File: src/rtl/pul_pkg.sv
// ----------------------------------------------------------------------------
// pul_pkg
// Shared types and codes for the positional unique list: list depth,
// operation kinds, result status codes, field widths and the sequencer
// state type.
// ----------------------------------------------------------------------------
package pul_pkg;

  // The position and fill count fields are sized for exactly this depth.
  localparam int DEPTH    = 32;

  localparam int KIND_W   = 3;
  localparam int POS_W    = 5;
  localparam int VAL_W    = 32;
  localparam int FILL_W   = 6;
  localparam int STATUS_W = 2;

  localparam logic [KIND_W-1:0] KIND_INSERT = 3'd0;
  localparam logic [KIND_W-1:0] KIND_APPEND = 3'd1;
  localparam logic [KIND_W-1:0] KIND_DELETE = 3'd2;
  localparam logic [KIND_W-1:0] KIND_MODIFY = 3'd3;
  localparam logic [KIND_W-1:0] KIND_READ   = 3'd4;
  localparam logic [KIND_W-1:0] KIND_SWAP   = 3'd5;
  localparam logic [KIND_W-1:0] KIND_CLEAR  = 3'd6;

  localparam logic [STATUS_W-1:0] ST_OK     = 2'd0;
  localparam logic [STATUS_W-1:0] ST_DUP    = 2'd1;
  localparam logic [STATUS_W-1:0] ST_FULL   = 2'd2;
  localparam logic [STATUS_W-1:0] ST_BADPOS = 2'd3;

  typedef enum logic [3:0] {
    S_IDLE,
    S_SCAN,
    S_COPY,
    S_PUT,
    S_READ,
    S_READ_WAIT,
    S_SW_A,
    S_SW_B,
    S_SW_C,
    S_SW_D,
    S_RESP
  } state_t;

endpackage

File: src/rtl/pul_in_if.sv
// ----------------------------------------------------------------------------
// pul_in_if
// Request channel of the positional unique list: valid/ready plus payload.
// ----------------------------------------------------------------------------
interface pul_in_if;
  logic                              valid;
  logic                              ready;
  logic [pul_pkg::KIND_W-1:0]        kind;
  logic [pul_pkg::POS_W-1:0]         position;
  logic [pul_pkg::POS_W-1:0]         other_position;
  logic signed [pul_pkg::VAL_W-1:0]  item_value;

  modport source (output valid, kind, position, other_position, item_value, input ready);
  modport sink (input valid, kind, position, other_position, item_value, output ready);
endinterface

File: src/rtl/pul_out_if.sv
// ----------------------------------------------------------------------------
// pul_out_if
// Result channel of the positional unique list: valid/ready plus payload.
// ----------------------------------------------------------------------------
interface pul_out_if;
  logic                               valid;
  logic                               ready;
  logic signed [pul_pkg::VAL_W-1:0]   read_value;
  logic [pul_pkg::FILL_W-1:0]         fill_count;
  logic                               is_empty;
  logic [pul_pkg::STATUS_W-1:0]       status;

  modport source (output valid, read_value, fill_count, is_empty, status, input ready);
  modport sink (input valid, read_value, fill_count, is_empty, status, output ready);
endinterface

File: src/rtl/pul_store.sv
// ----------------------------------------------------------------------------
// pul_store
// Entry memory: one write port and one read port with registered read data.
// ----------------------------------------------------------------------------
module pul_store #(
  parameter int DEPTH = 32,
  parameter int AW    = 5
) (
  input  logic                        clk,
  input  logic                        we,
  input  logic [AW-1:0]               waddr,
  input  logic [pul_pkg::VAL_W-1:0]   wdata,
  input  logic                        re,
  input  logic [AW-1:0]               raddr,
  output logic [pul_pkg::VAL_W-1:0]   rdata
);

  logic [pul_pkg::VAL_W-1:0] mem [DEPTH];
  logic [pul_pkg::VAL_W-1:0] rdata_r;

  always_ff @(posedge clk) begin
    if (we) begin
      mem[waddr] <= wdata;
    end
  end

  always_ff @(posedge clk) begin
    if (re) begin
      rdata_r <= mem[raddr];
    end
  end

  assign rdata = rdata_r;

endmodule

File: src/rtl/positional_unique_list.sv
// ----------------------------------------------------------------------------
// positional_unique_list
// Packed list of 32-bit values with a fill count, held in one RAM; insert and append refuse duplicates.
// ----------------------------------------------------------------------------
// Usage: one request transaction on in_ch gives exactly one result
// transaction on out_ch. Requests insert, append, delete, modify, read,
// swap or clear. The block works on one request at a time; in_ch.ready is
// high only while the sequencer is idle, so no new request is taken until
// the last one has been through the response state.
// Steps until the result register loads, n the fill count, p the position:
//   insert   a search of all n entries for a duplicate, a shift of the
//            entries from the top down to p, the write and the response
//   append   the same search and an empty shift, then the write at the
//            end of the list and the response
//   delete   a shift of the entries above p down by one, then the response
//   read     a RAM read, the wait for its data, the response; swap
//            reads both entries, writes them back crossed and responds;
//            modify writes and responds; clear and bad positions only respond
// The steps follow from the single RAM port pair: one read and one write
// per cycle. Reset clears the fill count and the sequencer; the entry RAM
// is not cleared, since only entries below the fill count are ever read.
// A waiting result keeps the next request in the response state until
// out_ch.ready frees the output register.
// ----------------------------------------------------------------------------
module positional_unique_list (
  input  logic      clk,
  input  logic      rst_n,
  pul_in_if.sink    in_ch,
  pul_out_if.source out_ch
);

  localparam int DEPTH = pul_pkg::DEPTH;
  localparam int AW    = (DEPTH > 1) ? $clog2(DEPTH) : 1;
  localparam int CW    = $clog2(DEPTH + 1);
  localparam int CMPW  = (CW > pul_pkg::POS_W) ? CW : pul_pkg::POS_W;

  pul_pkg::state_t state_r, state_nxt;
  logic [CW-1:0]                   count_r, count_nxt;
  logic [pul_pkg::KIND_W-1:0]      kind_r, kind_nxt;
  logic [CW-1:0]                   tgt_r, tgt_nxt;
  logic [AW-1:0]                   tgt2_r, tgt2_nxt;
  logic [pul_pkg::VAL_W-1:0]       val_r, val_nxt;
  logic [CW-1:0]                   rem_r, rem_nxt;
  logic [AW-1:0]                   src_r, src_nxt;
  logic                            pend_r, pend_nxt;
  logic [AW-1:0]                   pend_src_r, pend_src_nxt;
  logic                            shift_up_r, shift_up_nxt;
  logic                            dup_r, dup_nxt;
  logic [pul_pkg::STATUS_W-1:0]    status_r, status_nxt;
  logic [pul_pkg::VAL_W-1:0]       rd_r, rd_nxt;
  logic [pul_pkg::VAL_W-1:0]       swap_a_r, swap_a_nxt;

  logic                            out_valid_r, out_valid_nxt;
  logic [pul_pkg::VAL_W-1:0]       out_value_r, out_value_nxt;
  logic [pul_pkg::FILL_W-1:0]      out_fill_r, out_fill_nxt;
  logic                            out_empty_r, out_empty_nxt;
  logic [pul_pkg::STATUS_W-1:0]    out_status_r, out_status_nxt;

  logic                            mem_we;
  logic [AW-1:0]                   mem_waddr;
  logic [pul_pkg::VAL_W-1:0]       mem_wdata;
  logic                            mem_re;
  logic [AW-1:0]                   mem_raddr;
  logic [pul_pkg::VAL_W-1:0]       mem_rdata;

  logic [CMPW-1:0]                 in_pos_w;
  logic [CMPW-1:0]                 in_pos2_w;
  logic [CMPW-1:0]                 cnt_w;
  logic [CW-1:0]                   in_pos_c;

  assign in_pos_w  = CMPW'(in_ch.position);
  assign in_pos2_w = CMPW'(in_ch.other_position);
  assign cnt_w     = CMPW'(count_r);
  assign in_pos_c  = CW'(in_ch.position);

  assign in_ch.ready = (state_r == pul_pkg::S_IDLE);

  pul_store #(
    .DEPTH (DEPTH),
    .AW    (AW)
  ) u_store (
    .clk   (clk),
    .we    (mem_we),
    .waddr (mem_waddr),
    .wdata (mem_wdata),
    .re    (mem_re),
    .raddr (mem_raddr),
    .rdata (mem_rdata)
  );

  always_ff @(posedge clk) begin
    if (!rst_n) begin
      state_r     <= pul_pkg::S_IDLE;
      count_r     <= '0;
      pend_r      <= 1'b0;
      out_valid_r <= 1'b0;
    end else begin
      state_r     <= state_nxt;
      count_r     <= count_nxt;
      pend_r      <= pend_nxt;
      out_valid_r <= out_valid_nxt;
    end
  end

  always_ff @(posedge clk) begin
    kind_r       <= kind_nxt;
    tgt_r        <= tgt_nxt;
    tgt2_r       <= tgt2_nxt;
    val_r        <= val_nxt;
    rem_r        <= rem_nxt;
    src_r        <= src_nxt;
    pend_src_r   <= pend_src_nxt;
    shift_up_r   <= shift_up_nxt;
    dup_r        <= dup_nxt;
    status_r     <= status_nxt;
    rd_r         <= rd_nxt;
    swap_a_r     <= swap_a_nxt;
    out_value_r  <= out_value_nxt;
    out_fill_r   <= out_fill_nxt;
    out_empty_r  <= out_empty_nxt;
    out_status_r <= out_status_nxt;
  end

  always_comb begin
    state_nxt      = state_r;
    count_nxt      = count_r;
    kind_nxt       = kind_r;
    tgt_nxt        = tgt_r;
    tgt2_nxt       = tgt2_r;
    val_nxt        = val_r;
    rem_nxt        = rem_r;
    src_nxt        = src_r;
    pend_nxt       = pend_r;
    pend_src_nxt   = pend_src_r;
    shift_up_nxt   = shift_up_r;
    dup_nxt        = dup_r;
    status_nxt     = status_r;
    rd_nxt         = rd_r;
    swap_a_nxt     = swap_a_r;
    out_valid_nxt  = out_valid_r && !out_ch.ready;
    out_value_nxt  = out_value_r;
    out_fill_nxt   = out_fill_r;
    out_empty_nxt  = out_empty_r;
    out_status_nxt = out_status_r;
    mem_we         = 1'b0;
    mem_waddr      = '0;
    mem_wdata      = '0;
    mem_re         = 1'b0;
    mem_raddr      = src_r;

    unique case (state_r)
      pul_pkg::S_IDLE: begin
        if (in_ch.valid) begin
          kind_nxt   = in_ch.kind;
          tgt_nxt    = in_pos_c;
          tgt2_nxt   = AW'(in_ch.other_position);
          val_nxt    = in_ch.item_value;
          rd_nxt     = '0;
          status_nxt = pul_pkg::ST_OK;
          rem_nxt    = count_r;
          src_nxt    = '0;
          pend_nxt   = 1'b0;
          dup_nxt    = 1'b0;
          state_nxt  = pul_pkg::S_RESP;
          unique case (in_ch.kind)
            pul_pkg::KIND_INSERT: begin
              if (in_pos_w > cnt_w) begin
                status_nxt = pul_pkg::ST_BADPOS;
              end else begin
                state_nxt = pul_pkg::S_SCAN;
              end
            end
            pul_pkg::KIND_APPEND: begin
              // An append is an insert at the current end of the list.
              tgt_nxt   = count_r;
              state_nxt = pul_pkg::S_SCAN;
            end
            pul_pkg::KIND_DELETE: begin
              if (in_pos_w >= cnt_w) begin
                status_nxt = pul_pkg::ST_BADPOS;
              end else begin
                rem_nxt      = count_r - CW'(1) - in_pos_c;
                src_nxt      = AW'(in_pos_c + CW'(1));
                shift_up_nxt = 1'b0;
                state_nxt    = pul_pkg::S_COPY;
              end
            end
            pul_pkg::KIND_MODIFY: begin
              if (in_pos_w >= cnt_w) begin
                status_nxt = pul_pkg::ST_BADPOS;
              end else begin
                state_nxt = pul_pkg::S_PUT;
              end
            end
            pul_pkg::KIND_READ: begin
              if (in_pos_w >= cnt_w) begin
                status_nxt = pul_pkg::ST_BADPOS;
              end else begin
                state_nxt = pul_pkg::S_READ;
              end
            end
            pul_pkg::KIND_SWAP: begin
              if (in_pos_w >= cnt_w || in_pos2_w >= cnt_w) begin
                status_nxt = pul_pkg::ST_BADPOS;
              end else begin
                state_nxt = pul_pkg::S_SW_A;
              end
            end
            pul_pkg::KIND_CLEAR: begin
              count_nxt = '0;
            end
            default: begin
            end
          endcase
        end
      end

      pul_pkg::S_SCAN: begin
        // Reads are pipelined: the entry issued last cycle is compared now.
        if (rem_r != '0) begin
          mem_re       = 1'b1;
          src_nxt      = src_r + AW'(1);
          rem_nxt      = rem_r - CW'(1);
          pend_nxt     = 1'b1;
        end else begin
          pend_nxt = 1'b0;
        end
        if (pend_r && (mem_rdata == val_r)) begin
          dup_nxt = 1'b1;
        end
        if (rem_r == '0 && !pend_r) begin
          if (dup_r) begin
            status_nxt = pul_pkg::ST_DUP;
            state_nxt  = pul_pkg::S_RESP;
          end else if (count_r == CW'(DEPTH)) begin
            status_nxt = pul_pkg::ST_FULL;
            state_nxt  = pul_pkg::S_RESP;
          end else begin
            rem_nxt      = count_r - tgt_r;
            src_nxt      = AW'(count_r - CW'(1));
            shift_up_nxt = 1'b1;
            state_nxt    = pul_pkg::S_COPY;
          end
        end
      end

      pul_pkg::S_COPY: begin
        // Insert moves entries up from the top; delete moves them down.
        if (rem_r != '0) begin
          mem_re       = 1'b1;
          src_nxt      = shift_up_r ? (src_r - AW'(1)) : (src_r + AW'(1));
          rem_nxt      = rem_r - CW'(1);
          pend_nxt     = 1'b1;
          pend_src_nxt = src_r;
        end else begin
          pend_nxt = 1'b0;
        end
        if (pend_r) begin
          mem_we    = 1'b1;
          mem_waddr = shift_up_r ? (pend_src_r + AW'(1)) : (pend_src_r - AW'(1));
          mem_wdata = mem_rdata;
        end
        if (rem_r == '0 && !pend_r) begin
          if (shift_up_r) begin
            state_nxt = pul_pkg::S_PUT;
          end else begin
            count_nxt = count_r - CW'(1);
            state_nxt = pul_pkg::S_RESP;
          end
        end
      end

      pul_pkg::S_PUT: begin
        mem_we    = 1'b1;
        mem_waddr = AW'(tgt_r);
        mem_wdata = val_r;
        if (kind_r != pul_pkg::KIND_MODIFY) begin
          count_nxt = count_r + CW'(1);
        end
        state_nxt = pul_pkg::S_RESP;
      end

      pul_pkg::S_READ: begin
        mem_re    = 1'b1;
        mem_raddr = AW'(tgt_r);
        state_nxt = pul_pkg::S_READ_WAIT;
      end

      pul_pkg::S_READ_WAIT: begin
        rd_nxt    = mem_rdata;
        state_nxt = pul_pkg::S_RESP;
      end

      pul_pkg::S_SW_A: begin
        mem_re    = 1'b1;
        mem_raddr = AW'(tgt_r);
        state_nxt = pul_pkg::S_SW_B;
      end

      pul_pkg::S_SW_B: begin
        mem_re     = 1'b1;
        mem_raddr  = tgt2_r;
        swap_a_nxt = mem_rdata;
        state_nxt  = pul_pkg::S_SW_C;
      end

      pul_pkg::S_SW_C: begin
        mem_we    = 1'b1;
        mem_waddr = AW'(tgt_r);
        mem_wdata = mem_rdata;
        state_nxt = pul_pkg::S_SW_D;
      end

      pul_pkg::S_SW_D: begin
        mem_we    = 1'b1;
        mem_waddr = tgt2_r;
        mem_wdata = swap_a_r;
        state_nxt = pul_pkg::S_RESP;
      end

      pul_pkg::S_RESP: begin
        if (!out_valid_r || out_ch.ready) begin
          out_valid_nxt  = 1'b1;
          out_value_nxt  = rd_r;
          out_fill_nxt   = pul_pkg::FILL_W'(count_r);
          out_empty_nxt  = (count_r == '0);
          out_status_nxt = status_r;
          state_nxt      = pul_pkg::S_IDLE;
        end
      end

      default: begin
        state_nxt = pul_pkg::S_IDLE;
      end
    endcase
  end

  assign out_ch.valid      = out_valid_r;
  assign out_ch.read_value = out_value_r;
  assign out_ch.fill_count = out_fill_r;
  assign out_ch.is_empty   = out_empty_r;
  assign out_ch.status     = out_status_r;

  a_count_bound: assert property (@(posedge clk) disable iff (!rst_n)
    count_r <= CW'(DEPTH))
    else $error("fill count exceeds the list depth");

  a_one_at_a_time: assert property (@(posedge clk) disable iff (!rst_n)
    (in_ch.valid && in_ch.ready) |=> !in_ch.ready)
    else $error("request taken while another is in progress");

  a_no_idle_write: assert property (@(posedge clk) disable iff (!rst_n)
    (state_r == pul_pkg::S_IDLE) |-> !mem_we)
    else $error("entry RAM written while the sequencer is idle");

  a_dup_keeps_count: assert property (@(posedge clk) disable iff (!rst_n)
    (state_r == pul_pkg::S_SCAN && state_nxt == pul_pkg::S_RESP) |=>
      $stable(count_r))
    else $error("rejected insert changed the fill count");

endmodule

File: src/flat_wrapper.sv
// flat-port wrapper written by rule: the top's interface ports become plain ports
module positional_unique_list_flat 
  (clk, rst_n, in_ch_valid, in_ch_kind, in_ch_position, in_ch_other_position, in_ch_item_value, in_ch_ready, out_ch_valid, out_ch_read_value, out_ch_fill_count, out_ch_is_empty, out_ch_status, out_ch_ready);
  pul_in_if in_ch_i ();
  pul_out_if out_ch_i ();
  input  logic clk;
  input  logic rst_n;
  input wire logic [$bits(in_ch_i.valid)-1:0] in_ch_valid;
  input wire logic [$bits(in_ch_i.kind)-1:0] in_ch_kind;
  input wire logic [$bits(in_ch_i.position)-1:0] in_ch_position;
  input wire logic [$bits(in_ch_i.other_position)-1:0] in_ch_other_position;
  input wire logic [$bits(in_ch_i.item_value)-1:0] in_ch_item_value;
  output wire logic [$bits(in_ch_i.ready)-1:0] in_ch_ready;
  output wire logic [$bits(out_ch_i.valid)-1:0] out_ch_valid;
  output wire logic [$bits(out_ch_i.read_value)-1:0] out_ch_read_value;
  output wire logic [$bits(out_ch_i.fill_count)-1:0] out_ch_fill_count;
  output wire logic [$bits(out_ch_i.is_empty)-1:0] out_ch_is_empty;
  output wire logic [$bits(out_ch_i.status)-1:0] out_ch_status;
  input wire logic [$bits(out_ch_i.ready)-1:0] out_ch_ready;
  assign in_ch_i.valid = in_ch_valid;
  assign in_ch_i.kind = in_ch_kind;
  assign in_ch_i.position = in_ch_position;
  assign in_ch_i.other_position = in_ch_other_position;
  assign in_ch_i.item_value = in_ch_item_value;
  assign in_ch_ready = in_ch_i.ready;
  assign out_ch_valid = out_ch_i.valid;
  assign out_ch_read_value = out_ch_i.read_value;
  assign out_ch_fill_count = out_ch_i.fill_count;
  assign out_ch_is_empty = out_ch_i.is_empty;
  assign out_ch_status = out_ch_i.status;
  assign out_ch_i.ready = out_ch_ready;
  positional_unique_list u_core (.clk(clk), .rst_n(rst_n), .in_ch(in_ch_i), .out_ch(out_ch_i));
endmodule
File: config.mk
export PLATFORM = sky130hd
export DESIGN_NAME = positional_unique_list_flat
export DESIGN_NICKNAME = d
export VERILOG_FILES = /design/src/rtl/pul_pkg.sv /design/src/rtl/pul_in_if.sv /design/src/rtl/pul_out_if.sv /design/src/rtl/pul_store.sv /design/src/rtl/positional_unique_list.sv /design/src/flat_wrapper.sv
export SDC_FILE = /design/constraint.sdc
export NUM_CORES = 2
export LEC_CHECK = 0
export ABC_AREA = 1
export BUFFER_PORTS_ARGS = -buffer_cell sky130_fd_sc_hd__buf_2
export CAP_MARGIN = 15
export CORE_AREA = 2 2 468 470
export DETAILED_ROUTE_END_ITERATION = 7
export DIE_AREA = 0 0 470 472
export PLACE_DENSITY = 0.33
export SLEW_MARGIN = 30
export SYNTH_ARGS = -nofsm -noshare
export SYNTH_HDL_FRONTEND = slang
export SYNTH_HIERARCHICAL = 1
export SYNTH_SLANG_ARGS = --single-unit
File: constraint.sdc
create_clock -name clk -period 13.2 [get_ports clk]
set_input_delay 1.32 -clock clk [delete_from_list [all_inputs] [get_ports clk]]
set_output_delay 1.32 -clock clk [all_outputs]
set_load 0.05 [all_outputs]
==> results summary <==
The global-route usage over all layers is 16.2%. The sequential group share of total power is 37.9%. The routed length on met3 came out at about 6.5 mm.

The worst setup path is captured at a flip-flop. The clock tree synthesis step divided the H-tree into 4 levels. The part of the total power dissipated in combinational logic came out at 34.5%. The region available for standard cell placement spans 217000 µm². The worst IR drop on VDD is about 130 µV.

By area the synthesized netlist is led by sky130_fd_sc_hd__edfxtp_1, sky130_fd_sc_hd__nand2_1, sky130_fd_sc_hd__nand3_1. Power spread over the standard cell area amounts to 235 nW/µm². The synthesized instance count came out at 4418. The number of sinks handled by clock tree synthesis is 1239. The detailed router placed 33544 vias in this run. The count of instances resized after the clock tree is built came out at 0. The deepest clock path buffer count came out at 3.

The arrival time at the worst endpoint came out at approximately 5.7 ns. The layout cell share with drive strength beyond 1 came out at 10.1%. The final layout contains 4612 nets.

The pre-antenna-repair detailed-routing pass consisted of 5 iterations. The dominant cell type by area after synthesis is sky130_fd_sc_hd__edfxtp_1. The number of different library cells used by synthesis comes to 45. Measured along the y axis, the die boundary spans 472 µm. Hold is met by 0.420 ns. The worst-skew pair later-pin latency is 0.80 ns.

The first global-routing pass estimated 260 mm of wire. The initialized floorplan defines 171 standard-cell rows. The number of warning messages in the yosys log came out at 6. Hold repair after CTS inserted 0 buffers. The clock transition at the registers of the reported paths came out at 0.06 ns. The die area is 222000 µm². The minimum clock period after layout came out at 5.19 ns. The detailed-route vias per instance is 4.47. In this run the biggest area consumer among cell types represents 71.1% of the synthesized area. During I/O placement, the number of pins put on the boundary was 92. The die extent in x is 470 µm.

The portion of the post-synthesis area used by sequential elements came out at 71.6%. The post-detailed-route count of antenna-violating nets is 0. The final design utilization came out at between 20% and 30%. The switching power came out at between 5000 and 6000 µW. The critical path is of the reg2reg type. In this run the worst path has a maximum fanout of 90. The area added between synthesis and finish is 16.1%. The count of endpoints failing setup in the final report came out at 0. The post-synthesis instance area came out at 51800 µm². Of all flip-flops after synthesis, the portion carrying an async set or reset was 0%. The half-perimeter wire length of the detailed placement result came out at ~97 mm. The count of buffers added by post-CTS timing repair for setup came out at 0.

In the final routing, the length of wire on met1 measures approximately 88 mm. After synthesis the netlist holds a flip-flop and latch count of 1239. The initial antenna violation count came out at 6. The share of the clock period used by the worst path after layout is 39.3%. The min-delay analysis places its worst path in the category reg2reg.

In the synthesized netlist the dominant register cell turns out to be sky130_fd_sc_hd__edfxtp_1. For the pin with the worst max-slew slack, the measured transition is 1.02 ns. The number of CTS-inserted buffers is 149. The worst setup path is launched from a flip-flop. A synthesized cell averages around 12 µm². The placer's final routability congestion estimate is 0.755. The average routed wire per standard cell is roughly 24 µm. The net count after synthesis is 4500. In this run switching power makes up about two fifths of total power. Entering global routing, the biggest net connects 223 pins. The leftover overflow at the end of global routing came out at 0. Setup repair after global routing left no endpoint under its margin. The number of global-route vias before repair is between 30000 and 40000. The number of endpoints with negative hold slack in the final report was 0. The clock arrives with around 0.030 ns of skew.

After routing the design area is 60200 µm². The cell sitting at the root of the clock tree is a sky130_fd_sc_hd__clkbuf_16. The internal power of the cells totals 8480 µW. The worst relative slew slack is between 30% and 40%. The maximum clock frequency is approximately 190 MHz. The number of fillers in the final layout came out at 22482.

The number of DRC violations after detailed-routing iteration 0 is 2418. Counting flops with a built-in enable in the synthesized netlist gives 1227. During placement, the flow inserted port buffers numbering 91. The count of final max-slew check failures is 0. The DRC violation count after routing is 0. In this run the cell area measured after placement is between 50000 and 60000 µm². The run finished with clean final reports. The met2 wire length is 83.5 mm. TritonCTS built the clock tree. The leakage power total is between 0.02 and 0.025 µW. After detailed placement, the design holds a cell count of roughly 7200. The clock network fraction of design power came out at 27.6%. For the worst setup path, the data required time is 13.68 ns. The aggregate negative setup slack is 0 ns. Leaving out filler cells and counting taps, the final layout contains approximately 7500.

Wires add up to ~180 mm. The tool flagged a number of max-cap violations equal to 0. The effective utilization at floorplan came out at 23.9%.

The highest layer touched by signal routing is met4.
[placed cells by master (no fill, tap or decap), types with 12 or more instances in the layout]
cell type / instances
sky130_fd_sc_hd__nand2_1: 1601
sky130_fd_sc_hd__edfxtp_1: 1227
sky130_fd_sc_hd__nand3_1: 808
sky130_fd_sc_hd__clkbuf_16: 152
sky130_fd_sc_hd__inv_1: 132
sky130_fd_sc_hd__buf_4: 97
sky130_fd_sc_hd__buf_2: 91
sky130_fd_sc_hd__nor2_1: 71
sky130_fd_sc_hd__clkinv_1: 44
sky130_fd_sc_hd__o21ai_0: 44
sky130_fd_sc_hd__clkbuf_1: 35
sky130_fd_sc_hd__a21oi_1: 34
sky130_fd_sc_hd__nor2_4: 34
sky130_fd_sc_hd__ha_1: 30
sky130_fd_sc_hd__xor2_1: 27
sky130_fd_sc_hd__o211ai_1: 19
sky130_fd_sc_hd__a22oi_1: 19
sky130_fd_sc_hd__clkinv_2: 17
sky130_fd_sc_hd__o22ai_1: 17
sky130_fd_sc_hd__dfxtp_1: 12
[worst paths after layout]
check | endpoint | startpoint | depth (start not counted) | slack (ns)
max reg2reg | u_core/u_store/rdata[27] | u_core/state_r[2] | 17 | 8.01
min | u_core/out_ch.read_value[24] | u_core/rd_r[24] | 0 | 0.42
min reg2reg | u_core/out_ch.read_value[24] | u_core/rd_r[24] | 0 | 0.42
max | u_core/u_store/rdata[27] | u_core/state_r[2] | 17 | 8.01
[sequential cells by signal, summed over array words and instances, names as in the netlist, 6 cells and up]
name / flops
u_core/u_store/mem: 1024
u_core/out_ch.read_value: 32
u_core/rd_r: 32
u_core/swap_a_r: 32
u_core/u_store/rdata: 32
u_core/val_r: 32
u_core/cnt_w: 6
u_core/out_ch.fill_count: 6
u_core/rem_r: 6
u_core/tgt_r: 6
[cell type report]
class | count | area (µm²) | share of cell area [%]
clock buffer | 187 | 3940 | 6.54
tap | 2854 | 3570 | 5.94
antenna | 9 | 22.5 | 0.0374
multi-input combinational | 2795 | 12900 | 21.5
clock inverter | 79 | 588 | 0.978
timing repair buffer | 198 | 1420 | 2.37
inverter | 147 | 593 | 0.986
sequential | 1239 | 37100 | 61.6
[worst max-delay path, cell delays in order, from the launching register on]
cell and delay (ns):
sky130_fd_sc_hd__dfxtp_1 0.41, sky130_fd_sc_hd__inv_1 0.06, sky130_fd_sc_hd__nor2_1 0.17, sky130_fd_sc_hd__inv_1 0.12, sky130_fd_sc_hd__nor2_4 0.08, sky130_fd_sc_hd__buf_4 0.43, sky130_fd_sc_hd__inv_1 0.17, sky130_fd_sc_hd__o221ai_4 0.20
sky130_fd_sc_hd__buf_12 0.49, sky130_fd_sc_hd__buf_4 0.85, sky130_fd_sc_hd__buf_4 0.82, sky130_fd_sc_hd__nand3_1 0.16, sky130_fd_sc_hd__nand3_1 0.11, sky130_fd_sc_hd__nand2_1 0.07, sky130_fd_sc_hd__nand2_1 0.06, sky130_fd_sc_hd__nand2_1 0.07
sky130_fd_sc_hd__nand2_1 0.21, sky130_fd_sc_hd__nand2_1 0.22
[power groups by stage]
stage	clock [µW]	combinational (µW)	sequential, µW
after floorplan	0	3180	5290
after global placement	0	4970	5440
after detailed placement	0	4950	5440
after CTS	4030	4980	5360
after global routing	4170	5450	5380
final	3900	4880	5350
[cell families after synthesis]
kind of cell | Yosys count | share of synthesized area [%]
compound gates | 172 | 2.08
simple gates | 2554 | 20.7
fa+ha+maj | 33 | 0.841
buf+inv | 384 | 4.22
flops | 1239 | 71.6
xor+xnor | 36 | 0.609
[Yosys cell counts (all sizes together), types with 13 or more instances]
master and count:
a21oi 35, o21ai 58, xor2 27, edfxtp 1227, nand2 1607, o221ai 13
a22oi 19, nor2 110, o211ai 19, nand3 809, ha 30, o22ai 17
buf 204, clkbuf 33, inv 146
[through the flow]
stage	worst slack, ns	total power [µW]
after floorplan	8.31	8470
after global placement	7.26	10400
after detailed placement	7.20	10400
after CTS	7.20	14400
after global routing	7.57	15000
final	8.01	14100
[per-layer routing]
layer,GRT usage [%],vias up
met4,4.11,0
met5,0,-
met1,23.1,17002
met3,2.10,209
li1,-,15686
met2,26.0,647
No activity file was read; power rests on OpenSTA's default activity.
